File: config.mk
export PLATFORM = sky130hd
export DESIGN_NAME = rcsp_ram
export DESIGN_NICKNAME = d
export VERILOG_FILES = /design/src/hdl/rcsp_ram.sv
export SDC_FILE = /design/constraint.sdc
export NUM_CORES = 1
export LEC_CHECK = 0
export ABC_CLOCK_PERIOD_IN_PS = 2400
export BUFFER_PORTS_ARGS = -buffer_cell sky130_fd_sc_hd__buf_2
export CORE_MARGIN = 1
export CORE_UTILIZATION = 35
export CTS_CLUSTER_SIZE = 24
export DETAILED_ROUTE_END_ITERATION = 10
export PLACE_DENSITY_LB_ADDON = 0.05
export SYNTH_ARGS = -nofsm -noshare
export SYNTH_HDL_FRONTEND = slang
export SYNTH_SLANG_ARGS = --single-unit
File: constraint.sdc
create_clock -name clk -period 2.4 [get_ports clk]
set_clock_uncertainty 0.15 [all_clocks]
set_input_delay 0.48 -clock clk [delete_from_list [all_inputs] [get_ports clk]]
set_output_delay 0.48 -clock clk [all_outputs]
set_load 0.005 [all_outputs]
File: src/hdl/rcsp_ram.sv
// ----------------------------------------------------------------------------
// rcsp_ram
// generic one write, one read port ram with registered read data
// ----------------------------------------------------------------------------
`default_nettype none

module rcsp_ram #(
  parameter int WIDTH = 8,
  parameter int DEPTH = 16
) (
  input  wire logic                     clk,
  input  wire logic                     wr_en,
  input  wire logic [$clog2(DEPTH)-1:0] wr_addr,
  input  wire logic [WIDTH-1:0]         wr_data,
  input  wire logic [$clog2(DEPTH)-1:0] rd_addr,
  output logic      [WIDTH-1:0]         rd_data
);

  logic [WIDTH-1:0] mem [DEPTH];

  always_ff @(posedge clk) begin
    if (wr_en) begin
      mem[wr_addr] <= wr_data;
    end
    rd_data <= mem[rd_addr];
  end

endmodule

`default_nettype wire

Word-level counts from Yosys, hierarchy flattened
Memories as Yosys holds them, arrays and structs flattened. A register that Yosys moved wholly into a read port is not among the register bits.
Index checks and enable logic that the tools add are counted.

word-level totals
  memories = 1
  input port bits = 18
  word-level logic and storage cells = 3
  flip-flop bits (word level) = 0
  bits in writable memories = 128
  output and inout port bits = 8

cells by class
  muxes and demuxes = 2

memory list
  name  depth  width  rd ports  clocked after memory_dff  wr ports  RTL line  source
  mem   16     8      1         1                         1         19        logic [WIDTH-1:0] mem [DEPTH];

operators with widths
  cell               number
  1-bit two-way mux  2

Logic depth before layout (Yosys ltp)
Gate-level depths: netlist of the first run.

  word-level depth = 2
  gate-level depth with buffers = 5
  depth with buffers taken out = 3

Least setup slack after synthesis of the first run
No wires, ideal clock.

  path kind = input to register
  from = input wr_addr[2]
  to = memory mem[0][0], enable pin
  stages on the path = 2
  required time = 1.867 ns
  buffers on the path = 0
  arrival = 1.590 ns
  slack = 0.277 ns
  cell sequence = or3b_2 nor3_1

RTL lines
  item                RTL line  source
  start: declaration  13        input wire logic [$clog2(DEPTH)-1:0] wr_addr,
  end: declaration    19

No word-level cell before the write port.

==> results.txt, run 1 <==
The minimum clock period came out at 1.70 ns. The endpoint kind of the worst setup timing path is a flop. For the pin with the worst max-slew slack, the measured transition is 0.492 ns. The relative slew slack was 0.672; the share of Yosys cell area claimed by the top area cell type was 0.747. Walking the worst path, the cells encountered are buf_2 > buf_12 > mux4_2 > a22oi_1 > nand2_1.

The mean post-synth cell area came out at 22.5 sq um. The finished cells cover 0.00622 sq mm. For the total placed instance area, the log shows 0.00562 sq mm.

The logs give 0 for the hold buffer count at cts and 0.0152 sq mm for the die footprint. After clock tree synthesis, the clock-pin slew on the worst setup and hold paths is 0.05 ns. Before antenna repair, the detailed router went through 4 iterations. The logs give 19 for the post-synthesis cell type count and 5.57 mW for the total power. Final estimated routing congestion in global placement: 0.706. The number of global-route vias before repair is 2,506, and the worst slack on hold paths is 0.312 ns. The run gives 10.9 mm as the final wirelength.

Setup repair after global routing left no endpoint under its margin. The count of pins over their slew limit came out at 0. The number of nets handed over by synthesis was 247. The logs give 2,427 for the detailed-route via count and 43 for the floorplan row count. The total power divided by cell area works out to 896 mW/mm^2.

The flow ran to the end, and the final reports show no timing, DRC or antenna violations. Counting every instance in the synthesized netlist gives 229. The number of buffers inserted by post-CTS setup repair is 0. The multi-input combinational cells in the finished layout cover a total of 0.00106 sq mm.

The count of fill cells added during filler insertion was 1,223; the largest net degree at the start of global routing was 33. In this run the tool buffered the top-level ports with 25 buffer cells. The number of maximum-capacitance constraint violations is 0.

VDD sags by at most 477 uV. The area growth from synthesis to layout is 20.9%, and the TritonCTS buffer count is 17. The critical path contains buffers and inverters numbering 2 combined. In the final design database the tool counted 305 nets. In the final routed layout, each cell accounts on average for 22.6 um.

During synthesis, Yosys emitted a total of 0 warnings. The die is 123 um wide. The total overflow left after global routing is 0. The clock tree buffer depth was 2; the sequential cell area was 0.00400 sq mm. Setup violations remaining at the end of the flow were counted as 0. Broken down by cell family, the worst path's largest delay share belongs to multiplexers. Type of the worst min-delay path: primary input to flop.

TritonCTS built the clock tree. The logs give 588 MHz for the upper clock frequency limit and 0 for the number of nets still failing antenna checks after routing. Biggest area consumer among synthesized cells: sky130_fd_sc_hd__edfxtp_1. The tools report the post-synthesis instance area as 0.00515 sq mm. The kind of critical path was primary input to flop. After floorplanning, the core was sized to cover 0.0141 sq mm. For this run, design rule violations remaining after detail routing come to 0.

The logs give 0.158 for the global router's overall resource usage and 0.365 for the starting utilization of the core area. The number of sinks on the clock net came out at 136. Type of element launching the critical path: a primary input.

The first global-routing pass estimated 16.0 mm of wire. Gates resized during post-CTS repair numbered 0. Number of levels the H-tree was split into: 4.

In this run, the number of DRC markers left after iteration 0 of detailed routing was 309. Data on the critical path is required at its endpoint by 2.52 ns. The number of failing hold endpoints at the final stage was 0. The later pin in the worst-skew pair is clocked with a latency of 0.41 ns.

By area the synthesized netlist is led by sky130_fd_sc_hd__edfxtp_1 (75%), sky130_fd_sc_hd__mux4_2 (7.9%), sky130_fd_sc_hd__mux4_1 (7.1%), sky130_fd_sc_hd__dfxtp_1 (3.1%), sky130_fd_sc_hd__a22oi_1 (2.3%). The largest incremental delay on the critical path was 0.54 ns; the share of synthesized area occupied by flip-flops and latches was 0.778. The final critical-path share of the clock period came out at 0.709.

Via density per instance: 5.06. The fraction of final layout cells sized beyond drive strength 1 came out at 0.313. In the layout the commonest cells are sky130_fd_sc_hd__edfxtp_1 (128), sky130_fd_sc_hd__buf_2 (25), sky130_fd_sc_hd__buf_4 (22). After synthesis the netlist holds a flip-flop and latch count of 136. Slowest stage cell on the critical path: sky130_fd_sc_hd__mux4_2. CTS placed an instance of sky130_fd_sc_hd__clkbuf_16 at the clock tree root. The biggest fanout along the worst timing path was 32; the static leakage power was 2.12 nW. Adding up every negative setup slack in the final design gives 0 ns. Initial antenna violation count: 0.

The die is 123 um tall. The most common cell after layout, fill and taps aside is sky130_fd_sc_hd__edfxtp_1. The data arrival at the endpoint of the critical path is 1.83 ns, and the estimated wirelength of the detail-placed design is 6.89 mm.

Post-layout utilization of the core: 0.441. 0 antenna diodes ended up in the layout. During I/O placement, the number of pins put on the boundary was 26.
## worst paths after layout
kind | startpoint | depth (start not counted) | slack (ns) | endpoint
worst max-delay path | rd_addr[0] | 5 | 0.70 | rd_data[7]
worst max register to register | mem[11][7] | 3 | 0.86 | rd_data[7]
worst min-delay path | wr_data[6] | 1 | 0.31 | mem[5][6]
worst min register to register | mem[14][3] | 3 | 0.53 | rd_data[3]
## flip-flops by register name, indices dropped and copies added, names as in the netlist
signal   count
mem        128
rd_data      8
## power breakdown
part | switching (mW) | internal, mW | leakage [nW]
registers | 0.0143 | 2.66 | 1.22
clock network | 0.898 | 1.75 | 0.293
logic | 0.142 | 0.109 | 0.607
## through the flow
stage	setup WS, ns	cells
2_1_floorplan	0.277	229
3_3_place_gp	0.286	448
3_5_place_dp	0.280	448
4_1_cts	0.714	480
5_1_grt	0.658	480
6_report	0.698	480
## synth_stat cells
| master | instances |
|---|---|
| sky130_fd_sc_hd__a22oi_1 | 16 |
| sky130_fd_sc_hd__and2_1 | 1 |
| sky130_fd_sc_hd__and2b_1 | 1 |
| sky130_fd_sc_hd__buf_2 | 3 |
| sky130_fd_sc_hd__buf_4 | 1 |
| sky130_fd_sc_hd__buf_6 | 3 |
| sky130_fd_sc_hd__clkdlybuf4s25_2 | 3 |
| sky130_fd_sc_hd__dfxtp_1 | 8 |
| sky130_fd_sc_hd__edfxtp_1 | 128 |
| sky130_fd_sc_hd__mux4_1 | 14 |
| sky130_fd_sc_hd__mux4_2 | 18 |
| sky130_fd_sc_hd__nand2_1 | 9 |
| sky130_fd_sc_hd__nand2b_1 | 2 |
| sky130_fd_sc_hd__nand3_1 | 1 |
| sky130_fd_sc_hd__nand3b_1 | 2 |
| sky130_fd_sc_hd__nor2_1 | 13 |
| sky130_fd_sc_hd__nor2b_1 | 1 |
| sky130_fd_sc_hd__nor3_1 | 4 |
| sky130_fd_sc_hd__or3b_2 | 1 |
## per-layer routing
layer	track usage	wire [um]	up-vias
li1	-	-	1090
met3	0.0447	379	7
met2	0.237	5080	45
met5	0	0	-
met1	0.223	5310	1285
met4	0.0520	85	0
## cell families after synthesis
family,share of synthesized area
compound gates,0.0233
mux,0.150
buf+inv,0.0168
simple gates,0.0318
flops,0.778
## layout make-up
cell class	count	share of cell area
clock buffer	22	0.0730
clock inverter	10	0.0241
tap	180	0.0362
timing repair buffer	49	0.0531
sequential	136	0.644
multi-input combinational	83	0.170
## worst reg2reg max path: stages, from the launching register on
cell and delay, ns:
sky130_fd_sc_hd__edfxtp_1 0.36, sky130_fd_sc_hd__mux4_2 0.47, sky130_fd_sc_hd__a22oi_1 0.34, sky130_fd_sc_hd__nand2_1 0.10
Note: power is estimated with default switching activity, not from simulation.
==> inputs of run 2 (changes only) <==
- ABC_CLOCK_PERIOD_IN_PS: 2400 -> 1400
- clock period: 2.4 -> 1.4 ns (I/O delays scaled with it)
==> results.txt, run 2 (synthesis results as in run 1) <==
Starting DRC count in detailed routing: 184. The final route contains 2,396 vias. More flip-flops sit in one register than any other, and that register is mem. Dividing the detail-routed wire length by the instance count gives 21.5 um.

In the final layout, the registers with the most flip-flops are mem (128), rd_data (8). The final reports fail on setup timing. Wires add up to 10.6 mm. In the layout the commonest cells are sky130_fd_sc_hd__edfxtp_1 (128), sky130_fd_sc_hd__mux4_2 (31), sky130_fd_sc_hd__buf_4 (29).

Clock-pin slew was measured on the worst setup and hold paths at 0.06 ns. Cell depth of the worst hold path: 1. In the routed design, unresolved DRC markers number 0.

The path with the worst hold slack has its endpoint at mem[7][4]. Detailed placement ended at an HPWL of 7.11 mm. The biggest fanout along the worst timing path was 1.

The largest incremental delay on the critical path was 0.47 ns; the starting utilization of the core area was 0.365. For this design the static power due to leakage is 2.18 nW. Among all stages on the critical path, the largest delay is contributed by sky130_fd_sc_hd__mux4_2. The logs give 0.474 for the fraction of power consumed by sequential logic and 0.052 for the part of the power in combinational logic.

For this design the top-level I/O count stands at 26. For this run the aggregate overflow at the end of global routing stands at 0. The fraction of power spent switching nets is 0.198, and the number of optimization iterations in the first detailed-route pass is 4.

For the initial antenna violation count, the log shows 0. On the final layout, the worst hold slack is 0.104 ns. The run gives 0.436 as the relative slew slack. The number of nets still failing antenna checks after routing is 0. Width of the die: 123 um. For the post-layout utilization of the core, the log shows 0.458. The tools report the data arrival at the endpoint of the critical path as 1.57 ns.

At the pin with the least slew margin, the transition time is 0.844 ns. The tools report the capture point of the worst reg-to-reg path as rd_data[7]. The gate family responsible for the most delay along the worst path was multiplexers. The number of maximum-capacitance constraint violations was 0; the depth of the most critical reg-to-reg path was 3. The count of pins over their slew limit was 0. The repair_antennas step left the layout with diodes totalling 0.

TritonCTS built the clock tree. The flip-flop count of the largest register, all copies and words added works out to 128. The critical path goes through mux4_2 > a22oi_2 > nand2_1. The H-tree generated during clock tree synthesis spans 4 levels.

In this run the most critical hold path is launched from wr_data[4]. In this run the power density over the cells is 1500 mW/mm^2. In this run the tool buffered the top-level ports with 25 buffer cells.

Clock tree synthesis inserted a total of 17 buffers. The area growth from synthesis to layout came out at 25.4%. The required time at the endpoint of the critical path was 1.54 ns. The run gives 0.159 as the global router's overall resource usage. The minimum clock period came out at 1.43 ns. After floorplanning, the core was divided into 43 placement rows. Timing would allow up to 699 MHz. The logs give 0.41 ns for the later-pin clock latency in the skew report and 136 for the number of sinks on the clock net.

Setup violations remaining at the end of the flow were counted as 4. The path class of the tightest hold or removal check is primary input to flop. The worst-case setup slack after placement is -0.470 ns, and the final critical-path share of the clock period is 1.02. Power comes to 9.66 mW.

STA classifies the critical path startpoint as a flop. Internal power comes to 7.75 mW. Hold buffer count at cts: 0. The number of global-route vias before repair was 2,575; the switching power was 1.91 mW. Together, buffers and inverters on the worst path number 0. For the first-pass GRT wire length, the log shows 16.1 mm. Setup repair after global routing could not meet its margin everywhere.

The endpoint kind of the worst setup timing path is a flop. For the power share of the clock group, the log shows 0.474. The run finished, with violations left. The startpoint identified for the worst register-to-register timing path is mem[10][7].

The final worst slack came out at -0.0302 ns. Dividing the detail-routed via count by the number of cells gives 4.85. The height of the die is 123 um, and the number of nets in the layout is 319.

Entering global routing, the biggest net connects 17 pins. The worst-case IR drop observed on VDD is 830 uV. The number of failing hold endpoints at the final stage is 0. The library cell used most frequently in the layout, excluding fill and tap cells, is sky130_fd_sc_hd__edfxtp_1. For flop-to-flop paths, the worst setup slack is -0.03 ns. The fraction of final layout cells sized beyond drive strength 1 is 0.443. The kind of critical path was flop to flop.

Clock root buffer: sky130_fd_sc_hd__clkbuf_16. The die covers 0.0152 sq mm. After floorplanning, the core was sized to cover 0.0141 sq mm. In this run the deepest clock path goes through 2 buffers.

At the end of routability-driven placement, the weighted congestion stood at 0.691. Fill cells in the final layout number 1,222.
-- run 2: metal layers --
| metal | GRT usage | vias up | wire [um] |
|---|---|---|---|
| met5 | 0 | - | 0 |
| met4 | 0.0610 | 0 | 120 |
| met3 | 0.0457 | 8 | 444 |
| met2 | 0.244 | 48 | 5100 |
| met1 | 0.214 | 1231 | 4930 |
| li1 | - | 1109 | - |
-- run 2: metrics by stage --
step / setup TNS, ns / instances / instance area (sq um)
after floorplan: -2.61 / 229 / 5180
after CTS: -0.136 / 494 / 6460
after global placement: -24.56 / 462 / 5810
after detailed placement: -26.14 / 462 / 5810
final: -0.0818 / 494 / 6460
after global routing: -0.557 / 494 / 6460
-- run 2: area by class of cell --
type,count,area [sq um],area share
Clock buffer,18,429,0.0665
Clock inverter,14,181,0.0281
Multi-Input combinational cell,83,1090,0.170
Sequential cell,136,4000,0.620
Tap cell,180,225,0.0349
Timing Repair Buffer,63,523,0.0810
-- run 2: how the worst max path moves through the flow --
stage / cells past startpoint / endpoint / from
global placement: 6 / rd_data[1] / rd_addr[0]
floorplan: 2 / mem[0][0] / wr_addr[2]
CTS: 3 / rd_data[1] / mem[3][1]
detailed placement: 6 / rd_data[1] / rd_addr[0]
global route: 3 / rd_data[1] / mem[3][1]
finish: 3 / rd_data[7] / mem[10][7]
-- run 2: repair_timing --
action	4_1_cts	5_1_grt
setup endpoints to repair	8	8
gates resized for setup	7	0
pin swaps	1	1
setup buffers	0	0
-- run 2: power groups by stage --
stage                     Combinational (mW)  Clock (mW)  Sequential, mW
final                                  0.504        4.58            4.58
after global routing                   0.552        4.85            4.59
after CTS                              0.520        4.67            4.58
after detailed placement               0.505           0            4.66
after global placement                 0.501           0            4.66
after floorplan                        0.259           0            4.66
==> inputs of run 3 (changes only) <==
--- a/config.mk
+++ b/config.mk
@@ -8,6 +8,5 @@
 export ABC_CLOCK_PERIOD_IN_PS = 1400
 export BUFFER_PORTS_ARGS = -buffer_cell sky130_fd_sc_hd__buf_2
-export CORE_MARGIN = 1
-export CORE_UTILIZATION = 35
+export CORE_UTILIZATION = 54
 export CTS_CLUSTER_SIZE = 24
 export DETAILED_ROUTE_END_ITERATION = 10
==> constraint.sdc (replaced) <==
create_clock -name clk -period 1.4 [get_ports clk]
set_clock_uncertainty 0.15 [all_clocks]
set_input_delay 0.28 -clock clk [delete_from_list [all_inputs] [get_ports clk]]
set_output_delay 0.28 -clock clk [all_outputs]
set_load 0.01 [all_outputs]
==> results.txt, run 3 (synthesis results as in run 1) <==
The tools report the count of pins over their slew limit as 0. The library cell used most frequently in the layout, excluding fill and tap cells, is sky130_fd_sc_hd__edfxtp_1. Input and output buffers added on the ports amount to 25. The logs give 330 for the number of nets in the layout and 5 for the setup violation total in the final timing report.

For the sum of overflow across all layers after global routing, the log shows 0. Setup repair after global routing could not meet its margin everywhere. Max-cap violations in this run came to 0. The starting utilization of the core area is 0.557, and the relative slew slack is 0.447. The run gives 15.7 mm as the first-pass GRT wire length.

The fraction of final layout cells sized beyond drive strength 1 was 0.458. The initial antenna violation count came out at 0. The tools report the clock root buffer as sky130_fd_sc_hd__clkbuf_8. The flow ran to the end, but the final reports show violations. At the pin with the least slew margin, the transition time is 0.827 ns. The tools report the number of global-route vias before repair as 2,640.

The worst setup path is captured at a flop. The final critical-path share of the clock period is 1.10, and the largest net degree at the start of global routing is 19. Measured along the x axis, the die boundary spans 99.6 um. The area growth from synthesis to layout is 25.9%.

For this design the static power due to leakage is 2.21 nW. For this run, the detailed router's first-pass iteration total came to 5. The clock passes through at most 2 buffers.

TritonCTS built the clock tree. The TritonCTS buffer count is 17, and the cell depth of the worst hold path is 1. The die is 99.6 um tall. The library cells used most frequently in the layout, excluding fill and tap cells, are sky130_fd_sc_hd__edfxtp_1 (128), sky130_fd_sc_hd__buf_4 (33), sky130_fd_sc_hd__mux4_2 (31). The design draws 9.26 mW.

The total power divided by cell area works out to 1430 mW/mm^2. The number of failing hold endpoints at the final stage came out at 0. Slowest stage cell on the critical path: sky130_fd_sc_hd__mux4_2.

The checks that failed: setup timing. For this design the top-level I/O count stands at 26. After detailed routing, the number of vias per cell comes to 5.61.

The later pin in the worst-skew pair is clocked with a latency of 0.52 ns. The number of setup buffers added after CTS is 0. In this run the cell area measured after placement is 0.00580 sq mm. Data arrives at the worst endpoint at 1.80 ns. The biggest fanout along the worst timing path was 1.

The tools report the core area as 0.00924 sq mm. At the end of routability-driven placement, the weighted congestion stood at 0.740. The run gives 4 as the number of levels the H-tree was split into. The worst supply voltage drop on vdd came out at 884 uV.

The largest incremental delay on the critical path was 0.49 ns; the worst slack on hold paths was 0.0290 ns. The number of antenna diodes in the final layout is 0. The wire-length estimate of the detail-placed layout is 6.40 mm. The count of placed standard cells including taps was 416; the global router's overall resource usage was 0.235. For this block, the routed nets add up to 10.3 mm of wire. mem holds more flip-flops than any other register. The min-delay analysis places its worst path in the category primary input to flop.

The tools report the type of element launching the critical path as a flop. The tools report the number of sinks on the clock net as 136. The tools report the required time at the endpoint of the critical path as 1.66 ns. The register with the most flip-flops in the layout has 128 of them.

Dividing the detail-routed wire length by the instance count gives 22.6 um. The die footprint is 0.00993 sq mm, and the depth of the most critical reg-to-reg path is 4. The finished cells cover 0.00648 sq mm. In the final layout, the registers with the most flip-flops are mem (128), rd_data (8).

The tools report the number of nets still failing antenna checks after routing as 0. The upper clock frequency limit is 648 MHz, and the detailed-route via count is 2,545. Kind of critical path: flop to flop.

Traced cell by cell, the critical path runs through mux4_2 > a22oi_2 > buf_4 > nand2_2. The floorplan row count was 35. For flop-to-flop paths, the worst setup slack is -0.14 ns. For this run, design rule violations remaining after detail routing come to 0.

The tools report the final worst slack as -0.142 ns. Clock edge transition at the registers on the reported setup and hold paths: 0.07 ns. The minimum clock period is 1.54 ns, and the starting DRC count in detailed routing is 156. The logs give 454 for the count of non-filler cells in the finished layout and 592 for the count of fill cells added during filler insertion.
## run 3: path summary, 6_finish.rpt
check,startpoint,endpoint
hold reg to reg,mem[14][5],rd_data[5]
setup reg to reg,mem[0][7],rd_data[7]
setup / recovery,mem[0][7],rd_data[7]
hold / removal,wr_data[1],mem[15][1]
## run 3: metrics by stage
step / util / setup slack (ns) / setup TNS (ns)
final: 0.701 / -0.142 / -0.254
after global routing: 0.701 / -0.206 / -0.741
after CTS: 0.700 / -0.158 / -0.329
after detailed placement: 0.627 / -0.476 / -23.52
after global placement: 0.627 / -0.457 / -22.91
after floorplan: - / -0.163 / -2.61
## run 3: power breakdown
part           switching (mW)  total [mW]  internal, mW
combinational           0.279       0.559         0.280
sequential             0.0317        4.59          4.56
clock                    1.72        4.11          2.39
total                    2.03        9.26          7.23
## run 3: critical path, delay by kind of cell, from the launching register on
family                 cells  cell delay [ns]
AOI/OAI and AO/OA          1             0.23
buffers and inverters      1             0.16
DFF                        1             0.37
muxes                      1             0.49
and+or+nand+nor            1             0.04
## run 3: repair_timing
action | CTS | global route
setup endpoints to repair | 11 | 16
resized for setup | 14 | 2
hold endpoints to repair | 83 | 0
hold buffers | 6 | 0
gates cloned | 0 | 0
pin swaps | 1 | 0
## run 3: final cells by class
cell class,count,area (sq um),share of cell area
sequential,136,4010,0.619
multi-input combinational,83,1090,0.168
timing repair buffer,74,664,0.103
clock buffer,18,418,0.0645
tap,129,161,0.0249
clock inverter,14,139,0.0214
## run 3: per-layer routing
layer	vias to the layer above	part of all wire	global-route usage
li1	1129	-	-
met1	1315	0.42	0.320
met2	94	0.51	0.368
met3	7	0.063	0.0745
met4	0	0.011	0.0781
met5	-	0	0
